===== src/mups_pkg.sv =====
`timescale 1ns / 1ps

package mups_pkg;

    localparam int BYTE_W              = 8;
    localparam int POS_W               = 32;
    localparam int LANES               = 16;
    localparam int LANE_IDX_W          = 4;
    localparam int LEN_W               = 5;
    localparam int CFG_DATA_W          = 64;
    localparam int CFG_ADDR_W          = 6;
    localparam int DEFAULT_MAX_PATTERN = 16;

    localparam logic [POS_W-1:0]      POS_MAX      = '1;
    localparam logic [CFG_DATA_W-1:0] MASK_RESET   = '1;
    localparam logic [LEN_W-1:0]      LENGTH_RESET = LEN_W'(1);

    typedef enum logic [2:0] {
        REG_PATTERN_LOW    = 3'd0,
        REG_PATTERN_HIGH   = 3'd1,
        REG_MASK_LOW       = 3'd2,
        REG_MASK_HIGH      = 3'd3,
        REG_PATTERN_LENGTH = 3'd4
    } reg_idx_t;

    typedef enum logic [1:0] {
        ST_FOUND     = 2'd0,
        ST_NOT_FOUND = 2'd1,
        ST_AMBIGUOUS = 2'd2,
        ST_BAD       = 2'd3
    } status_t;

    // Pattern and mask as 16 byte lanes, lane k in bits 8k+7..8k.
    typedef struct packed {
        logic [LANES*BYTE_W-1:0] pattern;
        logic [LANES*BYTE_W-1:0] mask;
        logic [LEN_W-1:0]        length;
    } cfg_t;

    typedef struct packed {
        logic len_ok;   // 1 <= length <= MAX_PATTERN
        logic enough;   // at least length bytes seen in this buffer
        logic hit;      // masked window compare passes
    } match_t;

endpackage


===== src/mups_in_if.sv =====
`timescale 1ns / 1ps

interface mups_in_if;
    logic                           valid;
    logic                           ready;
    logic [mups_pkg::BYTE_W-1:0]    data_byte;
    logic                           last_byte;

    modport source (output valid, output data_byte, output last_byte, input ready);
    modport sink   (input valid, input data_byte, input last_byte, output ready);
endinterface


===== src/mups_out_if.sv =====
`timescale 1ns / 1ps

interface mups_out_if;
    logic                           valid;
    logic                           ready;
    logic [1:0]                     scan_status;
    logic [mups_pkg::POS_W-1:0]     match_offset;

    modport source (output valid, output scan_status, output match_offset, input ready);
    modport sink   (input valid, input scan_status, input match_offset, output ready);
endinterface


===== src/mups_regs.sv =====
`timescale 1ns / 1ps

module mups_regs
(
    input  logic                                clk,
    input  logic                                rst_n,
    input  logic                                psel,
    input  logic                                penable,
    input  logic                                pwrite,
    input  logic [mups_pkg::CFG_ADDR_W-1:0]     paddr,
    input  logic [mups_pkg::CFG_DATA_W-1:0]     pwdata,
    output logic [mups_pkg::CFG_DATA_W-1:0]     prdata,
    output mups_pkg::cfg_t                      cfg
);

    logic [mups_pkg::CFG_DATA_W-1:0] pattern_low_reg, pattern_low_next;
    logic [mups_pkg::CFG_DATA_W-1:0] pattern_high_reg, pattern_high_next;
    logic [mups_pkg::CFG_DATA_W-1:0] mask_low_reg, mask_low_next;
    logic [mups_pkg::CFG_DATA_W-1:0] mask_high_reg, mask_high_next;
    logic [mups_pkg::LEN_W-1:0]      length_reg, length_next;
    logic                            wr_en;
    mups_pkg::reg_idx_t              idx;

    // 64-bit registers sit at 8-byte strides
    assign idx   = mups_pkg::reg_idx_t'(paddr[mups_pkg::CFG_ADDR_W-1:3]);
    assign wr_en = psel && penable && pwrite;

    always_comb
    begin
        pattern_low_next  = pattern_low_reg;
        pattern_high_next = pattern_high_reg;
        mask_low_next     = mask_low_reg;
        mask_high_next    = mask_high_reg;
        length_next       = length_reg;
        if (wr_en)
        begin
            case (idx)
                mups_pkg::REG_PATTERN_LOW:    pattern_low_next  = pwdata;
                mups_pkg::REG_PATTERN_HIGH:   pattern_high_next = pwdata;
                mups_pkg::REG_MASK_LOW:       mask_low_next     = pwdata;
                mups_pkg::REG_MASK_HIGH:      mask_high_next    = pwdata;
                mups_pkg::REG_PATTERN_LENGTH: length_next = pwdata[mups_pkg::LEN_W-1:0];
                default:                      ;
            endcase
        end
    end

    always_comb
    begin
        case (idx)
            mups_pkg::REG_PATTERN_LOW:    prdata = pattern_low_reg;
            mups_pkg::REG_PATTERN_HIGH:   prdata = pattern_high_reg;
            mups_pkg::REG_MASK_LOW:       prdata = mask_low_reg;
            mups_pkg::REG_MASK_HIGH:      prdata = mask_high_reg;
            mups_pkg::REG_PATTERN_LENGTH: prdata = mups_pkg::CFG_DATA_W'(length_reg);
            default:                      prdata = '0;
        endcase
    end

    always_ff @(posedge clk or negedge rst_n)
    begin
        if (!rst_n)
        begin
            pattern_low_reg  <= '0;
            pattern_high_reg <= '0;
            mask_low_reg     <= mups_pkg::MASK_RESET;
            mask_high_reg    <= mups_pkg::MASK_RESET;
            length_reg       <= mups_pkg::LENGTH_RESET;
        end
        else
        begin
            pattern_low_reg  <= pattern_low_next;
            pattern_high_reg <= pattern_high_next;
            mask_low_reg     <= mask_low_next;
            mask_high_reg    <= mask_high_next;
            length_reg       <= length_next;
        end
    end

    assign cfg.pattern = {pattern_high_reg, pattern_low_reg};
    assign cfg.mask    = {mask_high_reg, mask_low_reg};
    assign cfg.length  = length_reg;

endmodule


===== src/mups_window.sv =====
`timescale 1ns / 1ps

module mups_window
#(
    parameter int MAX_PATTERN = mups_pkg::DEFAULT_MAX_PATTERN
)
(
    input  logic                                    clk,
    input  logic                                    rst_n,
    input  logic                                    load,
    input  logic [mups_pkg::BYTE_W-1:0]             data_byte,
    input  logic                                    last_byte,
    output logic [MAX_PATTERN*mups_pkg::BYTE_W-1:0] window,
    output logic [mups_pkg::POS_W-1:0]              position
);

    localparam int WIN_W = MAX_PATTERN * mups_pkg::BYTE_W;

    logic [WIN_W-1:0]              window_reg, window_next;
    logic [mups_pkg::POS_W-1:0]    pos_reg, pos_next;
    logic                          restart_reg, restart_next;
    logic [WIN_W-1:0]              base;

    // Byte 0 is the newest. After a last byte the next buffer shifts in
    // from an all-zero window and a count of zero.
    assign base = restart_reg ? '0 : window_reg;

    always_comb
    begin
        window_next  = window_reg;
        pos_next     = pos_reg;
        restart_next = restart_reg;
        if (load)
        begin
            window_next  = (base << mups_pkg::BYTE_W) | WIN_W'(data_byte);
            restart_next = last_byte;
            if (restart_reg)
                pos_next = mups_pkg::POS_W'(1);
            else if (pos_reg != mups_pkg::POS_MAX)
                pos_next = pos_reg + mups_pkg::POS_W'(1);
        end
    end

    always_ff @(posedge clk or negedge rst_n)
    begin
        if (!rst_n)
        begin
            window_reg  <= '0;
            pos_reg     <= '0;
            restart_reg <= 1'b0;
        end
        else
        begin
            window_reg  <= window_next;
            pos_reg     <= pos_next;
            restart_reg <= restart_next;
        end
    end

    assign window   = window_reg;
    assign position = pos_reg;

endmodule


===== src/mups_match.sv =====
`timescale 1ns / 1ps

module mups_match
#(
    parameter int MAX_PATTERN = mups_pkg::DEFAULT_MAX_PATTERN
)
(
    input  logic [MAX_PATTERN*mups_pkg::BYTE_W-1:0] window,
    input  logic [mups_pkg::POS_W-1:0]              position,
    input  mups_pkg::cfg_t                          cfg,
    output mups_pkg::match_t                        result
);

    // Window byte w lines up with pattern lane (length-1-w); all bytes in parallel.
    always_comb
    begin
        logic [mups_pkg::LEN_W-1:0]      lane5;
        logic [mups_pkg::LANE_IDX_W-1:0] lane;
        logic [mups_pkg::BYTE_W-1:0]     diff;
        logic                            miss;
        miss = 1'b0;
        for (int w = 0; w < MAX_PATTERN; w++)
        begin
            lane5 = cfg.length - mups_pkg::LEN_W'(1) - mups_pkg::LEN_W'(w);
            lane  = lane5[mups_pkg::LANE_IDX_W-1:0];
            diff  = window[w*mups_pkg::BYTE_W +: mups_pkg::BYTE_W]
                  ^ cfg.pattern[lane*mups_pkg::BYTE_W +: mups_pkg::BYTE_W];
            if ((mups_pkg::LEN_W'(w) < cfg.length)
                && ((diff & cfg.mask[lane*mups_pkg::BYTE_W +: mups_pkg::BYTE_W]) != '0))
                miss = 1'b1;
        end
        result.hit    = !miss;
        result.len_ok = (cfg.length != '0)
                     && (cfg.length <= mups_pkg::LEN_W'(MAX_PATTERN));
        result.enough = position >= mups_pkg::POS_W'(cfg.length);
    end

endmodule


===== src/masked_unique_pattern_scan.sv =====
`timescale 1ns / 1ps
// A last byte is taken into the window and the input register stage, then its result is registered.
// Throughput: one byte per cycle; the input only stalls when a last byte waits behind
//   an untaken result in the output register.
// Reset (rst_n low, async): scan state and window cleared, pattern/mask to reset values
//   (mask all ones), pattern length 1, no item in flight, no result pending.

module masked_unique_pattern_scan
#(
    parameter int MAX_PATTERN = mups_pkg::DEFAULT_MAX_PATTERN
)
(
    input  logic                                clk,
    input  logic                                rst_n,
    mups_in_if.sink                             in_ch,
    mups_out_if.source                          out_ch,
    input  logic                                psel,
    input  logic                                penable,
    input  logic                                pwrite,
    input  logic [mups_pkg::CFG_ADDR_W-1:0]     paddr,
    input  logic [mups_pkg::CFG_DATA_W-1:0]     pwdata,
    output logic [mups_pkg::CFG_DATA_W-1:0]     prdata,
    output logic                                pready
);

    localparam int WIN_W = MAX_PATTERN * mups_pkg::BYTE_W;

    mups_pkg::cfg_t                 cfg;
    mups_pkg::match_t               match;
    logic [WIN_W-1:0]               window;
    logic [mups_pkg::POS_W-1:0]     position;

    // Input register stage: the window/count already hold the byte, these
    // flags say a byte is waiting for its compare.
    logic                           a_valid_reg, a_valid_next;
    logic                           a_last_reg, a_last_next;

    // Per-buffer scan state
    logic [1:0]                     tally_reg, tally_next;
    logic [mups_pkg::POS_W-1:0]     first_reg, first_next;

    // Result register
    logic                           out_valid_reg, out_valid_next;
    mups_pkg::status_t              status_reg, status_next;
    logic [mups_pkg::POS_W-1:0]     offset_reg, offset_next;

    logic                           stall;
    logic                           accept;
    logic                           process;
    logic                           hit_now;
    logic [1:0]                     tally_eff;
    logic [mups_pkg::POS_W-1:0]     first_eff;

    assign pready = 1'b1;

    mups_regs u_regs
    (
        .clk     (clk),
        .rst_n   (rst_n),
        .psel    (psel),
        .penable (penable),
        .pwrite  (pwrite),
        .paddr   (paddr),
        .pwdata  (pwdata),
        .prdata  (prdata),
        .cfg     (cfg)
    );

    // Only a last byte needs the output register, so only a waiting last byte can cause a stall.
    assign stall   = a_valid_reg && a_last_reg && out_valid_reg && !out_ch.ready;
    assign in_ch.ready = !stall;
    assign accept  = in_ch.valid && !stall;
    assign process = a_valid_reg && !stall;

    mups_window #(.MAX_PATTERN(MAX_PATTERN)) u_window
    (
        .clk       (clk),
        .rst_n     (rst_n),
        .load      (accept),
        .data_byte (in_ch.data_byte),
        .last_byte (in_ch.last_byte),
        .window    (window),
        .position  (position)
    );

    mups_match #(.MAX_PATTERN(MAX_PATTERN)) u_match
    (
        .window   (window),
        .position (position),
        .cfg      (cfg),
        .result   (match)
    );

    assign hit_now = match.len_ok && match.enough && match.hit;

    // Tally and first offset including the byte being processed now.
    always_comb
    begin
        tally_eff = tally_reg;
        first_eff = first_reg;
        if (hit_now)
        begin
            if (tally_reg == 2'd0)
                first_eff = position - mups_pkg::POS_W'(cfg.length);
            if (tally_reg != 2'd2)
                tally_eff = tally_reg + 2'd1;
        end
    end

    always_comb
    begin
        a_valid_next   = accept || stall;
        a_last_next    = accept ? in_ch.last_byte : a_last_reg;
        tally_next     = tally_reg;
        first_next     = first_reg;
        out_valid_next = out_valid_reg && !out_ch.ready;
        status_next    = status_reg;
        offset_next    = offset_reg;

        if (process)
        begin
            if (a_last_reg)
            begin
                // End of buffer: report, then start over
                tally_next     = 2'd0;
                first_next     = '0;
                out_valid_next = 1'b1;
                offset_next    = '0;
                if (!match.len_ok || !match.enough)
                    status_next = mups_pkg::ST_BAD;
                else if (tally_eff == 2'd0)
                    status_next = mups_pkg::ST_NOT_FOUND;
                else if (tally_eff == 2'd2)
                    status_next = mups_pkg::ST_AMBIGUOUS;
                else
                begin
                    status_next = mups_pkg::ST_FOUND;
                    offset_next = first_eff;
                end
            end
            else
            begin
                tally_next = tally_eff;
                first_next = first_eff;
            end
        end
    end

    always_ff @(posedge clk or negedge rst_n)
    begin
        if (!rst_n)
        begin
            a_valid_reg   <= 1'b0;
            a_last_reg    <= 1'b0;
            tally_reg     <= 2'd0;
            first_reg     <= '0;
            out_valid_reg <= 1'b0;
        end
        else
        begin
            a_valid_reg   <= a_valid_next;
            a_last_reg    <= a_last_next;
            tally_reg     <= tally_next;
            first_reg     <= first_next;
            out_valid_reg <= out_valid_next;
        end
    end

    // Result payload, no reset needed
    always_ff @(posedge clk)
    begin
        status_reg <= status_next;
        offset_reg <= offset_next;
    end

    assign out_ch.valid        = out_valid_reg;
    assign out_ch.scan_status  = status_reg;
    assign out_ch.match_offset = offset_reg;

endmodule


===== src/flat_wrapper.sv =====
// flat-port wrapper written by rule: the top's interface ports become plain ports
module masked_unique_pattern_scan_flat 
#(
    parameter int MAX_PATTERN = mups_pkg::DEFAULT_MAX_PATTERN
)
  (clk, rst_n, psel, penable, pwrite, paddr, pwdata, prdata, pready, in_ch_valid, in_ch_data_byte, in_ch_last_byte, in_ch_ready, out_ch_valid, out_ch_scan_status, out_ch_match_offset, out_ch_ready);
  mups_in_if in_ch_i ();
  mups_out_if out_ch_i ();
  input  logic clk;
  input  logic rst_n;
  input  logic psel;
  input  logic penable;
  input  logic pwrite;
  input  logic [mups_pkg::CFG_ADDR_W-1:0] paddr;
  input  logic [mups_pkg::CFG_DATA_W-1:0] pwdata;
  output logic [mups_pkg::CFG_DATA_W-1:0] prdata;
  output logic pready;
  input wire logic [$bits(in_ch_i.valid)-1:0] in_ch_valid;
  input wire logic [$bits(in_ch_i.data_byte)-1:0] in_ch_data_byte;
  input wire logic [$bits(in_ch_i.last_byte)-1:0] in_ch_last_byte;
  output wire logic [$bits(in_ch_i.ready)-1:0] in_ch_ready;
  output wire logic [$bits(out_ch_i.valid)-1:0] out_ch_valid;
  output wire logic [$bits(out_ch_i.scan_status)-1:0] out_ch_scan_status;
  output wire logic [$bits(out_ch_i.match_offset)-1:0] out_ch_match_offset;
  input wire logic [$bits(out_ch_i.ready)-1:0] out_ch_ready;
  assign in_ch_i.valid = in_ch_valid;
  assign in_ch_i.data_byte = in_ch_data_byte;
  assign in_ch_i.last_byte = in_ch_last_byte;
  assign in_ch_ready = in_ch_i.ready;
  assign out_ch_valid = out_ch_i.valid;
  assign out_ch_scan_status = out_ch_i.scan_status;
  assign out_ch_match_offset = out_ch_i.match_offset;
  assign out_ch_i.ready = out_ch_ready;
  masked_unique_pattern_scan #(.MAX_PATTERN(MAX_PATTERN)) u_core (.clk(clk), .rst_n(rst_n), .in_ch(in_ch_i), .out_ch(out_ch_i), .psel(psel), .penable(penable), .pwrite(pwrite), .paddr(paddr), .pwdata(pwdata), .prdata(prdata), .pready(pready));
endmodule

===== config.mk =====
export PLATFORM = sky130hd
export DESIGN_NAME = masked_unique_pattern_scan_flat
export DESIGN_NICKNAME = d
export VERILOG_FILES = /design/src/mups_pkg.sv /design/src/mups_in_if.sv /design/src/mups_out_if.sv /design/src/mups_regs.sv /design/src/mups_window.sv /design/src/mups_match.sv /design/src/masked_unique_pattern_scan.sv /design/src/flat_wrapper.sv
export SDC_FILE = /design/constraint.sdc
export NUM_CORES = 2
export LEC_CHECK = 0
export BUFFER_PORTS_ARGS = -buffer_cell sky130_fd_sc_hd__clkbuf_2
export CORE_ASPECT_RATIO = 0.7
export CORE_MARGIN = 1.5
export CORE_UTILIZATION = 33
export DETAILED_ROUTE_END_ITERATION = 10
export PLACE_DENSITY_LB_ADDON = 0.2
export SYNTH_ARGS = -nofsm -noshare
export SYNTH_HDL_FRONTEND = slang
export SYNTH_SLANG_ARGS = --single-unit

===== constraint.sdc =====
create_clock -name clk -period 12.99 [get_ports clk]
set_clock_uncertainty 0.2 [all_clocks]
set_input_delay 1.9485 -clock clk [delete_from_list [all_inputs] [get_ports clk]]
set_output_delay 1.9485 -clock clk [all_outputs]
set_load 0.005 [all_outputs]

==> impl_metrics.yaml <==
layout:
  fin_util: 0.3641
  drive_above_1_share: 0.2930
  largest_reg_flops: 128
  num-nets-final: 3782
  final_cell_mix: "431 x nand2_1, 328 x dfrtp_1, 319 x mux2_2"
  stdcell_count: 5284
  syn_to_final_growth_pct: 8.998
  num-fill-cells: 11701
  final_common_cell: "nand2_1"
timing:
  fmax_mhz: 110.3
  rsz0062_at_grt: "false"
  maxSlewViolCount: 0
  worst_pin_slew_ps: 1396
  post-route-min-period_ps: 9068
  slew_headroom: 0.04535
  holdWs_ps: 293.2
  min_period_over_period: 0.6980
  setup_viol: 0
  tns_ps: 0
  finalHoldViolCount: 0
yosys:
  synthArstFlopShare: 0.9309
  ys_warn_count: 0
  synth_seq_cells: 492
  synth-main-ff-cell: "dfrtp_1"
  synth_fp_nets: 3818
  synth_area_sq_mm: 0.03928
  seq_area_frac_synth: 0.3219
  syn_avg_cell_area_sq_um: 10.57
  synthCells: 3717
  synth_edf_count: 34
  synth.distinct_cells: 109
setup_path:
  reg2regPathDepth: 16
  crit_path_max_incr_delay_ps: 910
  crit_arrival_ps: 9460
  cpMostUsedCell: "buf_4"
  cp_top_family: "buffers and inverters"
  critical_path.cell_chain: "inv_1, ha_4, buf_4, buf_4, mux4_1, nand4b_1, nand4b_1, a2111oi_0, nand4_1, o221ai_1, o221ai_1, a211oi_1, nand3_4, buf_4, nor3b_4, a22o_1"
  crit_buf_inv: 4
  r2r-start: "u_core.u_regs.length_reg[0]"
  critPathSlowestCell: "dfstp_4"
  r2r_slack_ps: 3920
  rr_endpoint: "u_core.first_reg[0]"
  worst-endpoint-required_ps: 13380
  cp-end-kind: "flip-flop"
  start_kind: "flip-flop"
  crit_type: "reg -> reg"
  cp_max_fo: 78
floorplanning:
  num_rows: 105
  pin_count: 187
  die_h_um: 291.7
  dieArea_sq_mm: 0.1211
  start_util: 0.3341
  die-width_um: 415.4
  core_sq_mm: 0.1176
clock_network:
  htreeDepth: 2
  cts_resized: 0
  clkTransAtPathRegs_ps: 60
  root_buffer: "clkbuf_16"
  cts_max_path_buffers: 3
  cts_made_buffers: 56
  hold_buffers: 0
  cts_tree: "yes"
  cts.sinks: 492
  postCtsSetupBuffers: 0
  clk_latency_ps: 680
drt:
  ant_nets: 0
  wl_per_cell_um: 36.01
  drc_errors: 0
  via_per_inst: 6.484
  drt_iter0_markers: 5125
  firstDrtPassIters: 5
  drt_wl_total_um: 190300
  num_vias: 34264
pwr:
  p_leak_nw: 16.35
  ir_drop_uv: 175.7
  p_per_area_mw_per_mm2: 209.6
status:
  status: "completed"
hold_path:
  hold_path_startpoint: "u_core.tally_reg[0]"
  worstHoldEndpoint: "u_core.tally_reg[0]"
  hp-class: "reg -> reg"
  min_delay_path_depth: 2
placement:
  placed_cells: 5174
  dp_hpwl_um: 148000
  port_buffers: 182
  gp_congestion: 1.049
grt:
  grt_pass1_vias: 31132
  grt_max_degree: 113
  antenna_found_initial: 5
  grt_usage: 0.3079
  grt-ovfl-total: 0
  grt_pass1_wl_um: 263800
run:
  maxCapViolations: 0
-- worst register-to-register path, cell delays in order, from the launching register on --
cell and delay, ps:
dfstp_4 910, inv_1 200, ha_4 710, buf_4 890, buf_4 780, mux4_1 900
nand4b_1 200, nand4b_1 110, a2111oi_0 850, nand4_1 350, o221ai_1 370, o221ai_1 270
a211oi_1 430, nand3_4 310, buf_4 460, nor3b_4 780, a22o_1 260
-- through the flow --
step           setup slack (ps)  total power [mW]  cell area (sq um)
2_1_floorplan              6683             5.206              39280
3_3_place_gp               4149             7.036              40850
3_5_place_dp               4230             7.019              40850
4_1_cts                    4166             8.795              42800
5_1_grt                    3642             9.257              42810
6_report                   3922             8.975              42820
-- Yosys cell counts, types with 10 or more instances --
library cell  count  area [sq um]
nand4_1          43         269.0
a32o_1           10         100.1
a211oi_1         15         112.6
nor4_1           28         175.2
buf_1            23         86.33
o21ai_0         144         720.7
o32ai_1          15         131.4
nor2_1          106         397.9
a22o_1           61         534.3
xnor2_1         179          1568
and3_1           19         118.9
dfstp_2         129          3390
mux2_2          319          3592
inv_1            62         232.7
buf_4            45         337.8
o221ai_1         25         219.0
mux4_2          263          5923
a221o_1          63         630.6
clkbuf_1        194         728.2
nor3b_1          15         112.6
nand4b_1         13         113.9
nand2_1         432          1622
nand2b_1         77         481.7
nand3_1         127         635.6
a22oi_1          26         195.2
a32o_2           10         112.6
nor3_1           48         240.2
edfxtp_1         34          1021
ha_1             14         175.2
a221oi_1         12         105.1
and2_1           23         143.9
dfrtp_1         329          8233
o22ai_1          73         456.7
nand3b_1        105         788.3
buf_2            29         145.1
mux2i_1         122          1221
or3_1            10         62.56
nor2b_1          33         206.5
o31ai_1          47         352.8
o211ai_1         24         180.2
a21oi_1          58         290.3
xor2_1           91         797.0
a31oi_1          18         112.6
buf_6            31         349.1
-- area by class of cell --
type	instances	area [sq um]	share of cell area
antenna	6	15.01	0.0003507
clock buffer	81	1625	0.03796
clock inverter	23	330.3	0.007715
inverter	65	244.0	0.005698
multi-input combinational	2827	24630	0.5753
sequential	492	12650	0.2955
tap	1551	1941	0.04532
timing repair buffer	239	1376	0.03214
-- power by group --
part	internal [mW]	switching [mW]
clock network	1.01	0.730
registers	1.81	0.463
logic	1.81	3.15
-- kinds of logic after synthesis --
logic type | share of synthesized area
mux | 0.2790
flops | 0.3219
xor+xnor | 0.06323
simple gates | 0.1471
fa+ha+maj | 0.004969
compound gates | 0.1308
other cells | 0.00009546
buf+inv | 0.05294
-- layer usage --
metal	up-vias	track usage	part of all wire
met3	203	0.1157	0.14
li1	14113	-	-
met1	18017	0.4715	0.46
met2	1929	0.3946	0.38
met4	2	0.07568	0.026
met5	-	0.009460	0.00087
-- worst max-delay path by stage --
stage | endpoint | cells past startpoint | from
after floorplan | u_core.first_reg[10] | 26 | u_core.u_regs.length_reg[0]
after global placement | u_core.first_reg[0] | 16 | u_core.u_regs.length_reg[0]
after detailed placement | u_core.first_reg[18] | 16 | u_core.u_regs.length_reg[0]
after CTS | u_core.first_reg[31] | 16 | u_core.u_regs.length_reg[0]
after global routing | u_core.first_reg[0] | 16 | u_core.u_regs.length_reg[0]
final | u_core.first_reg[0] | 16 | u_core.u_regs.length_reg[0]
Power figures use the tool's default switching activity.
